**src/rtl/cbe_pkg.sv**
```systemverilog
// cbe_pkg: shared types and constants for the cubic bezier easing solver
// used by the register file, the controller and the datapath; no dependencies
`default_nettype none
package cbe_pkg;

   // configuration register indexes
   typedef enum logic [2:0] {
      CSR_CTRL1_X     = 3'd0,
      CSR_CTRL1_Y     = 3'd1,
      CSR_CTRL2_X     = 3'd2,
      CSR_CTRL2_Y     = 3'd3,
      CSR_TOLERANCE   = 3'd4,
      CSR_START_VALUE = 3'd5,
      CSR_END_VALUE   = 3'd6
   } csr_index_type;

   // reset values of the configuration registers
   localparam logic [16:0]        CTRL1_X_RST     = 17'd0;
   localparam logic signed [19:0] CTRL1_Y_RST     = 20'sd0;
   localparam logic [16:0]        CTRL2_X_RST     = 17'd65536;
   localparam logic signed [19:0] CTRL2_Y_RST     = 20'sd65536;
   localparam logic [16:0]        TOLERANCE_RST   = 17'd328;
   localparam logic signed [31:0] START_VALUE_RST = 32'sd0;
   localparam logic signed [31:0] END_VALUE_RST   = 32'sd65536;

   // saturation limits of the Q1.16 / Q3.16 fields
   localparam logic [16:0]        TIME_MAX = 17'd65536;
   localparam logic signed [19:0] EY_MAX   = 20'sd262144;

   typedef struct packed {
      logic [16:0]        ctrl1_x;
      logic signed [19:0] ctrl1_y;
      logic [16:0]        ctrl2_x;
      logic signed [19:0] ctrl2_y;
      logic [16:0]        tolerance;
      logic signed [31:0] start_value;
      logic signed [31:0] end_value;
   } cfg_type;

   // controller states
   typedef enum logic [4:0] {
      ST_IDLE, ST_N_CHECK,
      ST_NP_SET, ST_NP_M1, ST_NP_M2, ST_NP_M3, ST_NP_TEST,
      ST_ND_SET, ST_ND_M1, ST_ND_M2, ST_ND_TEST, ST_DIV, ST_N_UPD,
      ST_B_INIT, ST_B_CHECK, ST_B_SET, ST_B_M1, ST_B_M2, ST_B_M3, ST_B_TEST,
      ST_Y_SET, ST_Y_M1, ST_Y_M2, ST_Y_M3, ST_EY, ST_OUT
   } state_type;

   // datapath operations
   typedef enum logic [3:0] {
      DP_NOP, DP_LOAD, DP_ACC_SET, DP_MAC, DP_SAVE_DX, DP_DIV_START,
      DP_DIV_STEP, DP_NEWTON_UPD, DP_BIS_INIT, DP_BIS_UPD, DP_EY, DP_OUT
   } dp_op_type;

   // coefficient operand select
   typedef enum logic [3:0] {
      SEL_AX, SEL_BX, SEL_CX, SEL_AX3, SEL_BX2, SEL_AY, SEL_BY, SEL_CY, SEL_ZERO
   } coef_sel_type;

   typedef struct packed {
      dp_op_type    op;
      coef_sel_type sel;
   } dp_cmd_type;

   typedef struct packed {
      logic near;      // |acc - x| below tolerance
      logic acc_zero;  // accumulator exactly zero
      logic lo_lt_hi;  // bisection bracket still open
   } dp_status_type;

endpackage
`default_nettype wire

```
**src/rtl/cubic_bezier_easing_solver.sv**
```systemverilog
// cubic_bezier_easing_solver: top level of the cubic bezier easing solver
// depends on cbe_pkg, cbe_csr, cbe_ctrl and cbe_dp
//
//   channel   direction  handshake             payload
//   req_      in         req_valid/req_stall   time_progress
//   rsp_      out        rsp_valid/rsp_stall   curve_param, eased_progress, value
//   csr_      in         csr_valid/csr_ready   csr_index, csr_wdata
//
// one request at a time; a Newton step makes two horner passes on the shared
// multiplier plus a serial division at one quotient bit per cycle; bisection
// steps follow if Newton does not converge, then the final y and interpolation.
// the result is loaded once the output register is free.
// reset is synchronous and restores the register defaults; the result register
// holds under rsp_stall while the next request is already being taken.
`default_nettype none
module cubic_bezier_easing_solver #(
   parameter int NEWTON_STEPS = 8,
   parameter int FRAC_BITS    = 16
) (
   input  wire logic               clock,
   input  wire logic               reset,
   input  wire logic               req_valid,
   output logic                    req_stall,
   input  wire logic [16:0]        req_time_progress,
   output logic                    rsp_valid,
   input  wire logic               rsp_stall,
   output logic [16:0]             rsp_curve_param,
   output logic signed [19:0]      rsp_eased_progress,
   output logic signed [31:0]      rsp_value,
   input  wire logic               csr_valid,
   output logic                    csr_ready,
   input  wire logic [2:0]         csr_index,
   input  wire logic [31:0]        csr_wdata
);
   import cbe_pkg::*;

   cfg_type       cfg;
   dp_cmd_type    cmd;
   dp_status_type status;

   cbe_csr u_csr (
      .clock     (clock),
      .reset     (reset),
      .csr_valid (csr_valid),
      .csr_ready (csr_ready),
      .csr_index (csr_index),
      .csr_wdata (csr_wdata),
      .cfg       (cfg)
   );

   cbe_ctrl #(
      .NEWTON_STEPS (NEWTON_STEPS),
      .FRAC_BITS    (FRAC_BITS)
   ) u_ctrl (
      .clock     (clock),
      .reset     (reset),
      .req_valid (req_valid),
      .req_stall (req_stall),
      .rsp_valid (rsp_valid),
      .rsp_stall (rsp_stall),
      .status    (status),
      .cmd       (cmd)
   );

   cbe_dp #(
      .FRAC_BITS (FRAC_BITS)
   ) u_dp (
      .clock              (clock),
      .cfg                (cfg),
      .cmd                (cmd),
      .status             (status),
      .req_time_progress  (req_time_progress),
      .rsp_curve_param    (rsp_curve_param),
      .rsp_eased_progress (rsp_eased_progress),
      .rsp_value          (rsp_value)
   );

   // busy right after a request is taken
   a_busy_after_req: assert property (@(posedge clock) disable iff (reset)
      (req_valid && !req_stall) |=> req_stall)
      else $error("solver not busy after request");

   // a new result only appears at the end of a solve
   a_rsp_from_solve: assert property (@(posedge clock) disable iff (reset)
      $rose(rsp_valid) |-> $past(req_stall))
      else $error("result without a running solve");

   // solved t stays within the unit interval
   a_t_range: assert property (@(posedge clock) disable iff (reset)
      rsp_valid |-> (rsp_curve_param <= TIME_MAX))
      else $error("curve parameter above one");

   // eased progress stays within its saturation limits
   a_ey_range: assert property (@(posedge clock) disable iff (reset)
      rsp_valid |-> (rsp_eased_progress <= EY_MAX && rsp_eased_progress >= -EY_MAX))
      else $error("eased progress out of range");

endmodule
`default_nettype wire

```
**src/rtl/cbe_csr.sv**
```systemverilog
// cbe_csr: configuration register file of the easing solver
// depends on cbe_pkg
`default_nettype none
module cbe_csr (
   input  wire logic                 clock,
   input  wire logic                 reset,
   input  wire logic                 csr_valid,
   output logic                      csr_ready,
   input  wire logic [2:0]           csr_index,
   input  wire logic [31:0]          csr_wdata,
   output cbe_pkg::cfg_type          cfg
);
   import cbe_pkg::*;

   cfg_type cfg_ff;
   cfg_type cfg_in;

   assign csr_ready = 1'b1;
   assign cfg       = cfg_ff;

   // register write decode
   always_comb begin
      cfg_in = cfg_ff;
      if (csr_valid) begin
         unique case (csr_index_type'(csr_index))
            CSR_CTRL1_X:     cfg_in.ctrl1_x     = csr_wdata[16:0];
            CSR_CTRL1_Y:     cfg_in.ctrl1_y     = signed'(csr_wdata[19:0]);
            CSR_CTRL2_X:     cfg_in.ctrl2_x     = csr_wdata[16:0];
            CSR_CTRL2_Y:     cfg_in.ctrl2_y     = signed'(csr_wdata[19:0]);
            CSR_TOLERANCE:   cfg_in.tolerance   = csr_wdata[16:0];
            CSR_START_VALUE: cfg_in.start_value = signed'(csr_wdata);
            CSR_END_VALUE:   cfg_in.end_value   = signed'(csr_wdata);
            default:         cfg_in = cfg_ff;
         endcase
      end
   end

   always_ff @(posedge clock) begin
      if (reset) begin
         cfg_ff.ctrl1_x     <= CTRL1_X_RST;
         cfg_ff.ctrl1_y     <= CTRL1_Y_RST;
         cfg_ff.ctrl2_x     <= CTRL2_X_RST;
         cfg_ff.ctrl2_y     <= CTRL2_Y_RST;
         cfg_ff.tolerance   <= TOLERANCE_RST;
         cfg_ff.start_value <= START_VALUE_RST;
         cfg_ff.end_value   <= END_VALUE_RST;
      end else begin
         cfg_ff <= cfg_in;
      end
   end

endmodule
`default_nettype wire

```
**src/rtl/cbe_ctrl.sv**
```systemverilog
// cbe_ctrl: sequencer for newton steps, bisection and curve sampling
// depends on cbe_pkg; drives the datapath cbe_dp by command struct
`default_nettype none
module cbe_ctrl #(
   parameter int NEWTON_STEPS = 8,
   parameter int FRAC_BITS    = 16
) (
   input  wire logic                   clock,
   input  wire logic                   reset,
   input  wire logic                   req_valid,
   output logic                        req_stall,
   output logic                        rsp_valid,
   input  wire logic                   rsp_stall,
   input  wire cbe_pkg::dp_status_type status,
   output cbe_pkg::dp_cmd_type         cmd
);
   import cbe_pkg::*;

   localparam int NW       = $clog2(NEWTON_STEPS + 2);
   localparam int SW       = $clog2(FRAC_BITS + 3);
   localparam int DIV_LAST = FRAC_BITS + 1;   // quotient has FRAC_BITS+2 bits
   localparam int BIS_MAX  = FRAC_BITS + 1;

   state_type         state_ff, state_in;
   logic [NW-1:0]     ncnt_ff, ncnt_in;
   logic [SW-1:0]     scnt_ff, scnt_in;
   logic              rsp_valid_ff, rsp_valid_in;

   assign req_stall = (state_ff != ST_IDLE);
   assign rsp_valid = rsp_valid_ff;

   always_ff @(posedge clock) begin
      if (reset) begin
         state_ff     <= ST_IDLE;
         ncnt_ff      <= '0;
         scnt_ff      <= '0;
         rsp_valid_ff <= 1'b0;
      end else begin
         state_ff     <= state_in;
         ncnt_ff      <= ncnt_in;
         scnt_ff      <= scnt_in;
         rsp_valid_ff <= rsp_valid_in;
      end
   end

   // next state and commands
   always_comb begin
      state_in     = state_ff;
      ncnt_in      = ncnt_ff;
      scnt_in      = scnt_ff;
      rsp_valid_in = rsp_valid_ff && rsp_stall;
      cmd.op       = DP_NOP;
      cmd.sel      = SEL_ZERO;
      unique case (state_ff)
         ST_IDLE: begin
            if (req_valid) begin
               cmd.op   = DP_LOAD;
               ncnt_in  = '0;
               state_in = ST_N_CHECK;
            end
         end
         ST_N_CHECK: begin
            if (ncnt_ff == NW'(NEWTON_STEPS)) state_in = ST_B_INIT;
            else                              state_in = ST_NP_SET;
         end
         // newton: x(t)
         ST_NP_SET: begin
            cmd.op = DP_ACC_SET; cmd.sel = SEL_AX; state_in = ST_NP_M1;
         end
         ST_NP_M1: begin
            cmd.op = DP_MAC; cmd.sel = SEL_BX; state_in = ST_NP_M2;
         end
         ST_NP_M2: begin
            cmd.op = DP_MAC; cmd.sel = SEL_CX; state_in = ST_NP_M3;
         end
         ST_NP_M3: begin
            cmd.op = DP_MAC; cmd.sel = SEL_ZERO; state_in = ST_NP_TEST;
         end
         ST_NP_TEST: begin
            if (status.near) begin
               state_in = ST_Y_SET;
            end else begin
               cmd.op   = DP_SAVE_DX;
               state_in = ST_ND_SET;
            end
         end
         // newton: derivative
         ST_ND_SET: begin
            cmd.op = DP_ACC_SET; cmd.sel = SEL_AX3; state_in = ST_ND_M1;
         end
         ST_ND_M1: begin
            cmd.op = DP_MAC; cmd.sel = SEL_BX2; state_in = ST_ND_M2;
         end
         ST_ND_M2: begin
            cmd.op = DP_MAC; cmd.sel = SEL_CX; state_in = ST_ND_TEST;
         end
         ST_ND_TEST: begin
            if (status.acc_zero) begin
               state_in = ST_B_INIT;
            end else begin
               cmd.op   = DP_DIV_START;
               scnt_in  = '0;
               state_in = ST_DIV;
            end
         end
         // one quotient bit per cycle
         ST_DIV: begin
            cmd.op  = DP_DIV_STEP;
            scnt_in = scnt_ff + 1'b1;
            if (scnt_ff == SW'(DIV_LAST)) state_in = ST_N_UPD;
         end
         ST_N_UPD: begin
            cmd.op   = DP_NEWTON_UPD;
            ncnt_in  = ncnt_ff + 1'b1;
            state_in = ST_N_CHECK;
         end
         // bisection
         ST_B_INIT: begin
            cmd.op   = DP_BIS_INIT;
            scnt_in  = '0;
            state_in = ST_B_CHECK;
         end
         ST_B_CHECK: begin
            if (scnt_ff == SW'(BIS_MAX) || !status.lo_lt_hi) state_in = ST_Y_SET;
            else                                               state_in = ST_B_SET;
         end
         ST_B_SET: begin
            cmd.op = DP_ACC_SET; cmd.sel = SEL_AX; state_in = ST_B_M1;
         end
         ST_B_M1: begin
            cmd.op = DP_MAC; cmd.sel = SEL_BX; state_in = ST_B_M2;
         end
         ST_B_M2: begin
            cmd.op = DP_MAC; cmd.sel = SEL_CX; state_in = ST_B_M3;
         end
         ST_B_M3: begin
            cmd.op = DP_MAC; cmd.sel = SEL_ZERO; state_in = ST_B_TEST;
         end
         ST_B_TEST: begin
            if (status.near) begin
               state_in = ST_Y_SET;
            end else begin
               cmd.op   = DP_BIS_UPD;
               scnt_in  = scnt_ff + 1'b1;
               state_in = ST_B_CHECK;
            end
         end
         // curve y at the solved t
         ST_Y_SET: begin
            cmd.op = DP_ACC_SET; cmd.sel = SEL_AY; state_in = ST_Y_M1;
         end
         ST_Y_M1: begin
            cmd.op = DP_MAC; cmd.sel = SEL_BY; state_in = ST_Y_M2;
         end
         ST_Y_M2: begin
            cmd.op = DP_MAC; cmd.sel = SEL_CY; state_in = ST_Y_M3;
         end
         ST_Y_M3: begin
            cmd.op = DP_MAC; cmd.sel = SEL_ZERO; state_in = ST_EY;
         end
         ST_EY: begin
            cmd.op = DP_EY; state_in = ST_OUT;
         end
         // interpolate and load the output register once it is free
         ST_OUT: begin
            if (!rsp_valid_ff || !rsp_stall) begin
               cmd.op       = DP_OUT;
               rsp_valid_in = 1'b1;
               state_in     = ST_IDLE;
            end
         end
         default: state_in = ST_IDLE;
      endcase
   end

endmodule
`default_nettype wire

```
**src/rtl/cbe_dp.sv**
```systemverilog
// cbe_dp: datapath with coefficient registers, shared multiplier, serial divider
// depends on cbe_pkg; sequenced by cbe_ctrl
`default_nettype none
module cbe_dp #(
   parameter int FRAC_BITS = 16
) (
   input  wire logic                   clock,
   input  wire cbe_pkg::cfg_type       cfg,
   input  wire cbe_pkg::dp_cmd_type    cmd,
   output cbe_pkg::dp_status_type      status,
   input  wire logic [16:0]            req_time_progress,
   output logic [16:0]                 rsp_curve_param,
   output logic signed [19:0]          rsp_eased_progress,
   output logic signed [31:0]          rsp_value
);
   import cbe_pkg::*;

   localparam int DW    = FRAC_BITS + 12;          // coefficients and accumulator
   localparam int TW    = FRAC_BITS + 2;           // t values, quotient bits
   localparam int MA    = (DW > 33) ? DW : 33;
   localparam int MB    = (TW > 20) ? TW : 20;
   localparam int PW    = MA + MB;
   localparam bit UP    = (FRAC_BITS >= 16);
   localparam int SH_UP = UP ? FRAC_BITS - 16 : 0;
   localparam int SH_DN = UP ? 1 : 16 - FRAC_BITS;
   localparam int SH_OUT_DN = (FRAC_BITS > 16) ? FRAC_BITS - 16 : 1;
   localparam int SH_OUT_UP = (FRAC_BITS < 16) ? 16 - FRAC_BITS : 0;
   localparam int EW    = DW + 8;

   localparam logic signed [DW-1:0] ONE_D   = DW'(1) <<< FRAC_BITS;
   localparam logic signed [TW-1:0] ONE_T   = TW'(1) <<< FRAC_BITS;
   localparam logic signed [PW-1:0] HALF_F  = PW'(1) <<< (FRAC_BITS - 1);
   localparam logic signed [PW-1:0] HALF_16 = PW'(1) <<< 15;
   localparam logic signed [PW-1:0] VAL_MAX = PW'(64'sd2147483647);
   localparam logic signed [PW-1:0] VAL_MIN = -PW'(64'sd2147483648);

   // Q16 to working format, rounding when bits are dropped
   function automatic logic signed [DW-1:0] to_qf(input logic signed [19:0] v);
      logic signed [DW:0] w;
      w = (DW + 1)'(v);
      if (UP) to_qf = DW'(w <<< SH_UP);
      else    to_qf = DW'((w + ((DW + 1)'(1) <<< (SH_DN - 1))) >>> SH_DN);
   endfunction

   logic signed [DW-1:0] ax_ff, bx_ff, cx_ff, ay_ff, by_ff, cy_ff;
   logic signed [DW-1:0] ax_in, bx_in, cx_in, ay_in, by_in, cy_in;
   logic signed [DW-1:0] eps_ff, acc_ff, dx_ff;
   logic signed [TW-1:0] x_ff, t_ff, t0_ff, t1_ff;
   logic        [DW-1:0] dabs_ff, rem_ff;
   logic        [TW-1:0] sh_ff, quo_ff;
   logic                 ovf_ff, neg_ff;
   logic signed [19:0]   ey_ff;

   logic signed [DW-1:0] p1x, p2x, p1y, p2y, x_qf;
   logic        [16:0]   x16;
   logic signed [DW-1:0] addend;
   logic signed [MA-1:0] mul_a;
   logic signed [MB-1:0] mul_b;
   logic signed [PW-1:0] prod, rnd_f, rnd_16, val_w;
   logic signed [DW:0]   diff, diff_abs;
   logic        [DW-1:0] dx_abs, d_abs;
   logic        [DW:0]   rem_sh;
   logic signed [TW+2:0] q_s, t_new;
   logic signed [TW:0]   lo_n, hi_n, mid;
   logic signed [EW-1:0] ey_w;
   logic signed [TW:0]   t_out;

   // coefficients from the control points
   always_comb begin
      p1x   = to_qf(signed'({3'b000, cfg.ctrl1_x}));
      p2x   = to_qf(signed'({3'b000, cfg.ctrl2_x}));
      p1y   = to_qf(cfg.ctrl1_y);
      p2y   = to_qf(cfg.ctrl2_y);
      cx_in = DW'(3 * p1x);
      bx_in = DW'(3 * (p2x - p1x)) - cx_in;
      ax_in = ONE_D - cx_in - bx_in;
      cy_in = DW'(3 * p1y);
      by_in = DW'(3 * (p2y - p1y)) - cy_in;
      ay_in = ONE_D - cy_in - by_in;
      x16   = (req_time_progress > TIME_MAX) ? TIME_MAX : req_time_progress;
      x_qf  = to_qf(signed'({3'b000, x16}));
   end

   // operand select
   always_comb begin
      unique case (cmd.sel)
         SEL_AX:   addend = ax_ff;
         SEL_BX:   addend = bx_ff;
         SEL_CX:   addend = cx_ff;
         SEL_AX3:  addend = DW'(3 * ax_ff);
         SEL_BX2:  addend = bx_ff <<< 1;
         SEL_AY:   addend = ay_ff;
         SEL_BY:   addend = by_ff;
         SEL_CY:   addend = cy_ff;
         default:  addend = '0;
      endcase
   end

   // shared multiplier: horner step or final span scaling
   always_comb begin
      if (cmd.op == DP_OUT) begin
         mul_a = MA'(33'(cfg.end_value) - 33'(cfg.start_value));
         mul_b = MB'(ey_ff);
      end else begin
         mul_a = MA'(acc_ff);
         mul_b = MB'(t_ff);
      end
      prod   = mul_a * mul_b;
      rnd_f  = (prod + HALF_F) >>> FRAC_BITS;
      rnd_16 = (prod + HALF_16) >>> 16;
      val_w  = PW'(cfg.start_value) + rnd_16;
   end

   // status toward the controller
   always_comb begin
      diff            = (DW + 1)'(acc_ff) - (DW + 1)'(x_ff);
      diff_abs        = diff[DW] ? -diff : diff;
      status.near     = diff_abs < (DW + 1)'(eps_ff);
      status.acc_zero = (acc_ff == '0);
      status.lo_lt_hi = t0_ff < t1_ff;
   end

   // divider, newton update and bisection helpers
   always_comb begin
      dx_abs = dx_ff[DW-1] ? DW'(-dx_ff) : DW'(dx_ff);
      d_abs  = acc_ff[DW-1] ? DW'(-acc_ff) : DW'(acc_ff);
      rem_sh = {rem_ff, sh_ff[TW-1]};
      q_s    = signed'({3'b000, quo_ff});
      t_new  = (TW + 3)'(t_ff) - (neg_ff ? -q_s : q_s);
      // curve below target moves the lower bound up
      if (acc_ff < DW'(x_ff)) begin
         lo_n = (TW + 1)'(t_ff);
         hi_n = (TW + 1)'(t1_ff);
      end else begin
         lo_n = (TW + 1)'(t0_ff);
         hi_n = (TW + 1)'(t_ff);
      end
      mid = ((hi_n - lo_n) >>> 1) + lo_n;
      if (FRAC_BITS > 16)
         ey_w = EW'(((EW)'(acc_ff) + (EW'(1) <<< (SH_OUT_DN - 1))) >>> SH_OUT_DN);
      else
         ey_w = EW'(acc_ff) <<< SH_OUT_UP;
      if (FRAC_BITS > 16)
         t_out = ((TW + 1)'(t_ff) + ((TW + 1)'(1) <<< (SH_OUT_DN - 1))) >>> SH_OUT_DN;
      else
         t_out = (TW + 1)'(t_ff) <<< SH_OUT_UP;
   end

   always_ff @(posedge clock) begin
      unique case (cmd.op)
         DP_LOAD: begin
            ax_ff  <= ax_in;  bx_ff <= bx_in;  cx_ff <= cx_in;
            ay_ff  <= ay_in;  by_ff <= by_in;  cy_ff <= cy_in;
            eps_ff <= to_qf(signed'({3'b000, cfg.tolerance}));
            x_ff   <= TW'(x_qf);
            t_ff   <= TW'(x_qf);
         end
         DP_ACC_SET: acc_ff <= addend;
         DP_MAC:     acc_ff <= DW'(rnd_f) + addend;
         DP_SAVE_DX: dx_ff  <= acc_ff - DW'(x_ff);
         DP_DIV_START: begin
            dabs_ff <= d_abs;
            rem_ff  <= dx_abs >> 2;
            ovf_ff  <= (dx_abs >> 2) >= d_abs;
            sh_ff   <= {dx_abs[1:0], {FRAC_BITS{1'b0}}};
            neg_ff  <= dx_ff[DW-1] ^ acc_ff[DW-1];
            quo_ff  <= '0;
         end
         DP_DIV_STEP: begin
            if (rem_sh >= (DW + 1)'(dabs_ff)) begin
               rem_ff <= DW'(rem_sh - (DW + 1)'(dabs_ff));
               quo_ff <= {quo_ff[TW-2:0], 1'b1};
            end else begin
               rem_ff <= DW'(rem_sh);
               quo_ff <= {quo_ff[TW-2:0], 1'b0};
            end
            sh_ff <= sh_ff << 1;
         end
         DP_NEWTON_UPD: begin
            if (ovf_ff)                        t_ff <= neg_ff ? ONE_T : '0;
            else if (t_new < 0)                t_ff <= '0;
            else if (t_new > (TW + 3)'(ONE_T)) t_ff <= ONE_T;
            else                               t_ff <= TW'(t_new);
         end
         DP_BIS_INIT: begin
            t0_ff <= '0;
            t1_ff <= ONE_T;
            t_ff  <= x_ff;
         end
         DP_BIS_UPD: begin
            t0_ff <= TW'(lo_n);
            t1_ff <= TW'(hi_n);
            t_ff  <= TW'(mid);
         end
         DP_EY: begin
            if (ey_w > EW'(EY_MAX))       ey_ff <= EY_MAX;
            else if (ey_w < -EW'(EY_MAX)) ey_ff <= -EY_MAX;
            else                          ey_ff <= 20'(ey_w);
         end
         DP_OUT: begin
            rsp_curve_param    <= 17'(t_out);
            rsp_eased_progress <= ey_ff;
            if (val_w > VAL_MAX)      rsp_value <= 32'(VAL_MAX);
            else if (val_w < VAL_MIN) rsp_value <= 32'(VAL_MIN);
            else                      rsp_value <= 32'(val_w);
         end
         default: ;
      endcase
   end

endmodule
`default_nettype wire
```
**config.mk**
```make
export PLATFORM = sky130hd
export DESIGN_NAME = cubic_bezier_easing_solver
export DESIGN_NICKNAME = d
export VERILOG_FILES = /design/src/rtl/cbe_pkg.sv /design/src/rtl/cubic_bezier_easing_solver.sv /design/src/rtl/cbe_csr.sv /design/src/rtl/cbe_ctrl.sv /design/src/rtl/cbe_dp.sv
export SDC_FILE = /design/constraint.sdc
export NUM_CORES = 2
export LEC_CHECK = 0
export BUFFER_PORTS_ARGS = -buffer_cell sky130_fd_sc_hd__buf_2
export CORE_MARGIN = 2
export CORE_UTILIZATION = 62
export CTS_BUF_LIST = sky130_fd_sc_hd__clkbuf_8
export DETAILED_ROUTE_END_ITERATION = 16
export PLACE_DENSITY_LB_ADDON = 0.05
export SETUP_SLACK_MARGIN = 0.1
export SYNTH_ARGS = -nofsm -noshare
export SYNTH_HDL_FRONTEND = slang
export SYNTH_SLANG_ARGS = --single-unit
```
**constraint.sdc**
```tcl
create_clock -name clock -period 16.1 [get_ports clock]
set_input_delay 1.61 -clock clock [delete_from_list [all_inputs] [get_ports clock]]
set_output_delay 1.61 -clock clock [all_outputs]
set_load 0.02 [all_outputs]
```
Word level (Yosys, flattened, before mapping):

Cells that the tools add are included.

* output and inout port bits: 72
* logic and storage cells: 215
* input bits: 57
* bits in registers: 665

* $lt $le $gt $ge: 12
* equal/unequal tests: 56
* reductions and logical operators: 33
* bitwise operators: 1
* add/subtract/negate cells: 24
* multipliers: 6
* muxes and demuxes: 48

Operators by type and width (count)
* $pmux 28 s8: 1
* $pmux 18 s2: 4
* $sub 28x28->28: 5
* $pmux 5 s26: 1
* $pmux 28 s2: 2
* $mux 28: 3
* $pmux 18 s4: 1
* $mul 3x32->28 const A: 2
* $neg 28->28: 2
* $sub 18x28->28 const A: 2
* $eq 5x5->1 const B: 11
* $mux 18: 3
* $add 53x17->53 const B: 1
* $gt 53x32->1 const B: 1
* $lt 53x32->1 const B: 1
* $mul 33x20->53: 1
* $pmux 4 s11: 1
* $eq 5x4->1 const B: 8
* $mux 20: 2
* $mux 5: 8
* $add 32x37->38: 1
* $mux 19: 2
* $mux 17: 2
* $mux 33: 1
* other kinds (64): 114

Logic depth before layout (Yosys ltp):

* word-level depth: 13
* depth in mapped cells: 58
* gate-level depth less buffers: 56

Hierarchy:

A second synthesis with hierarchy kept.

* cell total of the unflattened synthesis: 7821
* area, all modules: 71821.4 sq um

By module, submodules not included
* cbe_dp: cells an instance 7057, seq. area each 13633.1 sq um, times used 1, area each 64114.0 sq um
* cbe_csr: cells an instance 556, seq. area each 3103.0 sq um, times used 1, area each 6167.2 sq um
* cbe_ctrl: cells an instance 208, seq. area each 300.3 sq um, times used 1, area each 1540.2 sq um

Worst setup path after synthesis:

No wires, ideal clock.

* path kind: in2reg
* start point: in rsp_stall
* end point: reg u_dp.rsp_value[19] (data pin)
* path buffers: 5
* slack: 1607 ps
* stages on the path: 48
* arrival: 14341 ps
* data required time: 15948 ps
* setup time: 152 ps
* cells stage by stage: nand2_1 > nand4_1 > clkbuf_1 > clkinv_1 > buf_1 > buf_1 > clkbuf_1 > nand2_1 > nand2_1 > nand2_1 > fa_1 > inv_1 > fa_1 > ha_1 > fa_1 > inv_1 > fa_1 > inv_1 > [... 12 more ...] > nor2_1 > xnor2_1 > ha_1 > a21o_1 > a211oi_1 > o21ai_0 > a311o_1 > a2111oi_0 > nor3_1 > o21ai_0 > a31oi_1 > a211o_1 > a21oi_1 > xor2_1 > nor4_2 > nor2_1 > clkbuf_1 > o21ai_0

* cells in the longest elaborated chain, start to end: 11
* elaborated cells between the ends (all ways): 13
* those cells by class: add/sub: 2; mul: 1; order compare: 2; eq/ne: 1; mux: 5; reduce/logical: 2

RTL lines
* from (decl): RTL line cubic_bezier_easing_solver.sv:26 `input wire logic rsp_stall,`
* $logic_not 1->1 *: RTL line cbe_ctrl.sv:166 `if (!rsp_valid_ff || !rsp_stall) begin`
* $logic_or 1x1->1 *: RTL line cbe_ctrl.sv:166
* $mux 4 *: RTL line cbe_ctrl.sv:166
* $pmux 4 s11 *: RTL line cbe_ctrl.sv:54 `unique case (state_ff)`
* $eq 4x4->1 *: RTL line cbe_dp.sv:101 `if (cmd.op == DP_OUT) begin`
* $mux 33 or $mux 20 (tied branches): RTL line cbe_dp.sv:101
* $mul 33x20->53 *: RTL line cbe_dp.sv:108 `prod = mul_a * mul_b;`
* $add 53x17->53 *
* $add 32x37->38 *: RTL line cbe_dp.sv:111 `val_w = PW'(cfg.start_value) + rnd_16;`
* $lt 53x32->1: RTL line cbe_dp.sv:204 `else if (val_w < VAL_MIN) rsp_value <= 32'(VAL_MIN);`
* $mux 32: RTL line cbe_dp.sv:204
* to (signal assigned): RTL line cbe_dp.sv:203 `if (val_w > VAL_MAX) rsp_value <= 32'(VAL_MAX);`
* to (signal assigned): RTL line cbe_dp.sv:204
* to (signal assigned): RTL line cbe_dp.sv:205 `else rsp_value <= 32'(val_w);`
* to (decl): RTL line cbe_dp.sv:14 `output logic signed [31:0] rsp_value`

Mark *: on every way between the ends. The rest lies on a longest branch, timed or not.
A chain may end at the register's enable or synchronous reset.

Worst setup path in the final report:

* start point: reg u_csr.cfg_ff (netlist bit u_csr.cfg[32])
* end point: reg u_dp.rsp_value[3] (data pin)

* cells in the longest elaborated chain, start to end: 7
* elaborated cells between the ends (all ways): 8
* those cells by class: add/sub: 3; mul: 1; order compare: 2; mux: 2

RTL lines
* from (decl): RTL line cbe_csr.sv:15 `cfg_type cfg_ff;`
* from (signal assigned): RTL line cbe_csr.sv:48 `cfg_ff <= cfg_in;`
* $sub 32x32->33: RTL line cbe_dp.sv:102 `mul_a = MA'(33'(cfg.end_value) - 33'(cfg.start_value));`
* $mux 33: RTL line cbe_dp.sv:101
* $mul 33x20->53: RTL line cbe_dp.sv:108
* $add 53x17->53
* $add 32x37->38 *: RTL line cbe_dp.sv:111
* $lt 53x32->1: RTL line cbe_dp.sv:204
* $mux 32: RTL line cbe_dp.sv:204

Marked as above.

==> metrics.md <==
| Metric | Value |
|---|---|
| Status | `finished, final reports clean` |
| CP Launch Type | `flop` |
| Max-cap violation count | `0` |
| Fmax | `68.14 MHz` |
| Starting DRT DRC Count | `5168` |
| Die ar. | `118500 µm²` |
| Seq cells post-synth | `635` |
| Fin. max-slew vios | `0` |
| Fraction of layout cells with a size suffix above 1 | `6.535%` |
| Final setup violating endpoints | `0` |
| Worst min-delay path category | `flop to flop` |
| Final instance area | `77050 µm²` |
| Netlist cell types | `97` |
| Hold path start | `u_csr.cfg[79]` |
| Reg-to-reg endpoint | `u_dp.rsp_value[3]` |
| Post-CTS Hold Buffers | `0` |
| Unrepaired setup endpoints after global routing | `false` |
| Chip height | `344.2 µm` |
| R2R Setup Slk | `1.42 ns` |
| Vias | `59210` |
| Final WL | `226500 µm` |
| Global route total overflow | `0` |
| Most common cell after layout, fill and taps aside | `inv_1` |
| Synth Instances | `8070` |
| Register area | `17370 µm²` |
| DR WL/cell | `23.12 µm` |
| Post-CTS Setup Inserts | `0` |
| Gates resized, CTS repair | `0` |
| I/O pin count | `129` |
| DP Wirelength | `182700 µm` |
| Slew HR | `12.64%` |
| Tcrit/Tclk final | `91.15%` |
| Clock transition at path regs | `0.07 ns` |
| Starting Density | `62.66%` |
| Area Growth Syn to Fin | `7.398%` |
| Die span in x | `344.2 µm` |
| Critical Path AT | `15.35 ns` |
| Syn_area_per_cell | `8.890 µm²` |
| Slowest CP cell | `nor4_2` |
| CP most frequent cell | `fa_1` |
| Crit Path Class | `flop to flop` |
| Slowest stage delay, CP | `0.77 ns` |
| Core region area | `114500 µm²` |
| Commonest non-fill, non-tap cells in the layout | `inv_1 (1199), nand2_1 (1010), ha_1 (720)` |
| Skew final | `0.08739 ns` |
| Clk buf depth | `3` |
| Worst-Margin Slew | `1.274 ns` |
| Sequential fraction of the synthesis area | `24.21%` |
| Skew-Pair Late Insertion Delay | `0.90 ns` |
| TritonRoute pass-1 iters | `6` |
| Antenna-violating nets left | `0` |
| Setup_tns | `0 ns` |
| PnR worst setup slack | `1.425 ns` |
| CTS buffer count | `113` |
| Dpl ws | `1.265 ns` |
| Synth Cell Area | `71750 µm²` |
| Yosys warns | `0` |
| Synth Net Count | `9555` |
| Multi-input gate area | `49070 µm²` |
| # DRC | `0` |
| Clock period minus worst slack | `14.68 ns` |
| GRT Resource Usage Total | `38.89%` |
| Hold Path Cell Cnt | `0` |
| # H-tree levels | `3` |
| TritonCTS clock tree | `done` |
| Max FO, Critical Path | `22` |
| Reg2reg path depth | `56` |
| Post-synth EDFFs | `465` |
| Fraction of registers with async set/reset | `0%` |
| Worst hold endpoint | `u_dp.eps_ff[15]` |
| Filler Cells Inserted | `9659` |
| Critical Path RT | `16.77 ns` |
| RD Place Congestion | `1.005` |
| Clock Sink Count | `635` |
| I/O Buffers | `127` |
| Fin. Hold Viols | `0` |
| First-pass GRT wire length | `347900 µm` |
| Initial antenna violation count | `13` |
| CP Capture Type | `flop` |
| Synth Flop Type | `edfxtp_1` |
| Mean number of vias per cell | `6.046` |
| Dpl cell area | `74390 µm²` |
| Pin count of the biggest net entering global routing | `69` |
| Vias in the first global route | `59710` |
| Post-layout net count | `9665` |
| Rows | `124` |
| Root Driver | `clkbuf_8` |
| Reg-to-Reg Start | `u_csr.cfg[32]` |
==> sequential cells by signal, summed over array words and instances, names as in the netlist, 19 cells and up <==
register                 flops
u_csr.cfg                  155
u_dp.rsp_value              32
u_dp.acc_ff                 28
u_dp.ax_ff                  28
u_dp.ay_ff                  28
u_dp.bx_ff                  28
u_dp.by_ff                  28
u_dp.dabs_ff                28
u_dp.dx_ff                  28
u_dp.rem_ff                 28
u_dp.cy_ff                  23
u_dp.ey_ff                  20
u_dp.rsp_eased_progress     20
u_dp.cx_ff                  19
==> area by class of cell <==
| cell class | count | area share [%] |
|---|---|---|
| diodes | 4 | 0.01299 |
| clock buffers | 124 | 2.215 |
| clock inverters | 89 | 1.236 |
| inverters | 1179 | 5.750 |
| multi-input cells | 5992 | 63.68 |
| flip-flops and latches | 635 | 22.54 |
| well taps | 1512 | 2.455 |
| repair buffers | 259 | 2.114 |
==> per-layer routing <==
layer / vias up / share of wire (%) / global-route usage, %
met5: - / 0.012 / 0
met4: 4 / 6.8 / 22.56
met3: 596 / 9.6 / 9.000
met2: 2567 / 45 / 62.06
met1: 28780 / 38 / 48.57
li1: 27270 / - / -
==> worst max-delay path, delay by kind of cell (launching register included) <==
kind            cells  cell delay [ns]
flops               1             0.35
xor+xnor            2             0.47
fa+ha+maj          11             4.92
simple gates       15             2.96
compound gates     21             5.17
buf+inv             7             0.58
==> metrics by stage <==
stage                     std cells  util [%]  hold slack, ns
after global placement         9577     64.97          0.4123
after detailed placement       9577     64.97          0.4160
after CTS                      9790     67.29          0.4073
after global routing           9793     67.29          0.4122
after floorplan                8070         -          0.4081
final                          9794     67.30          0.3980
==> cells by family after synthesis <==
family	after synthesis	share of synthesized area, %
xor gates and xnor gates	456	5.567
other	1	0.005227
DFF	635	24.21
and+or+nand+nor	2428	15.07
buffers and inverters	1443	7.583
AOI/OAI and AO/OA	1599	14.11
adders and majority gates	1428	32.31
muxes	80	1.148
==> Yosys cell counts, types with 41 or more instances <==
cell      count  area [µm²]
or3_1        43       269.0
o21bai_1     63       473.0
nor3_1      112       560.5
ha_1        720        9009
a21oi_1     589        2948
and2_1       64       400.4
and3_1       59       369.1
o21ai_0     280        1401
a211oi_1     41       307.8
inv_1      1177        4418
nand2_1    1010        3791
o31ai_1      41       307.8
xor2_1      161        1410
mux2i_1      62       620.6
clkbuf_1    237       889.6
nand3_1     119       595.6
nor2_1      679        2549
a31oi_1      47       294.0
dfxtp_1     170        3403
o21a_1       67       503.0
nand2b_1     79       494.2
edfxtp_1    465       13960
xnor2_1     295        2584
a21o_1      145        1089
fa_1        708       14170
a22oi_1      72       540.5
nor2b_1     111       694.4
==> how the worst max path moves through the flow <==
stage	from	to	slack [ns]
2_1_floorplan	rsp_stall	u_dp.rsp_value[19]	1.61
3_3_place_gp	rsp_stall	u_dp.rsp_value[21]	1.60
3_5_place_dp	rsp_stall	u_dp.rsp_value[9]	1.27
4_1_cts	u_csr.cfg[32]	u_dp.rsp_value[25]	1.54
5_1_grt	u_csr.cfg[32]	u_dp.rsp_value[25]	0.60
6_report	u_csr.cfg[32]	u_dp.rsp_value[3]	1.42
Power is left out: the tool's default activity adds up to more than one toggle a clock period on the data nets, which glitch-free logic cannot reach.
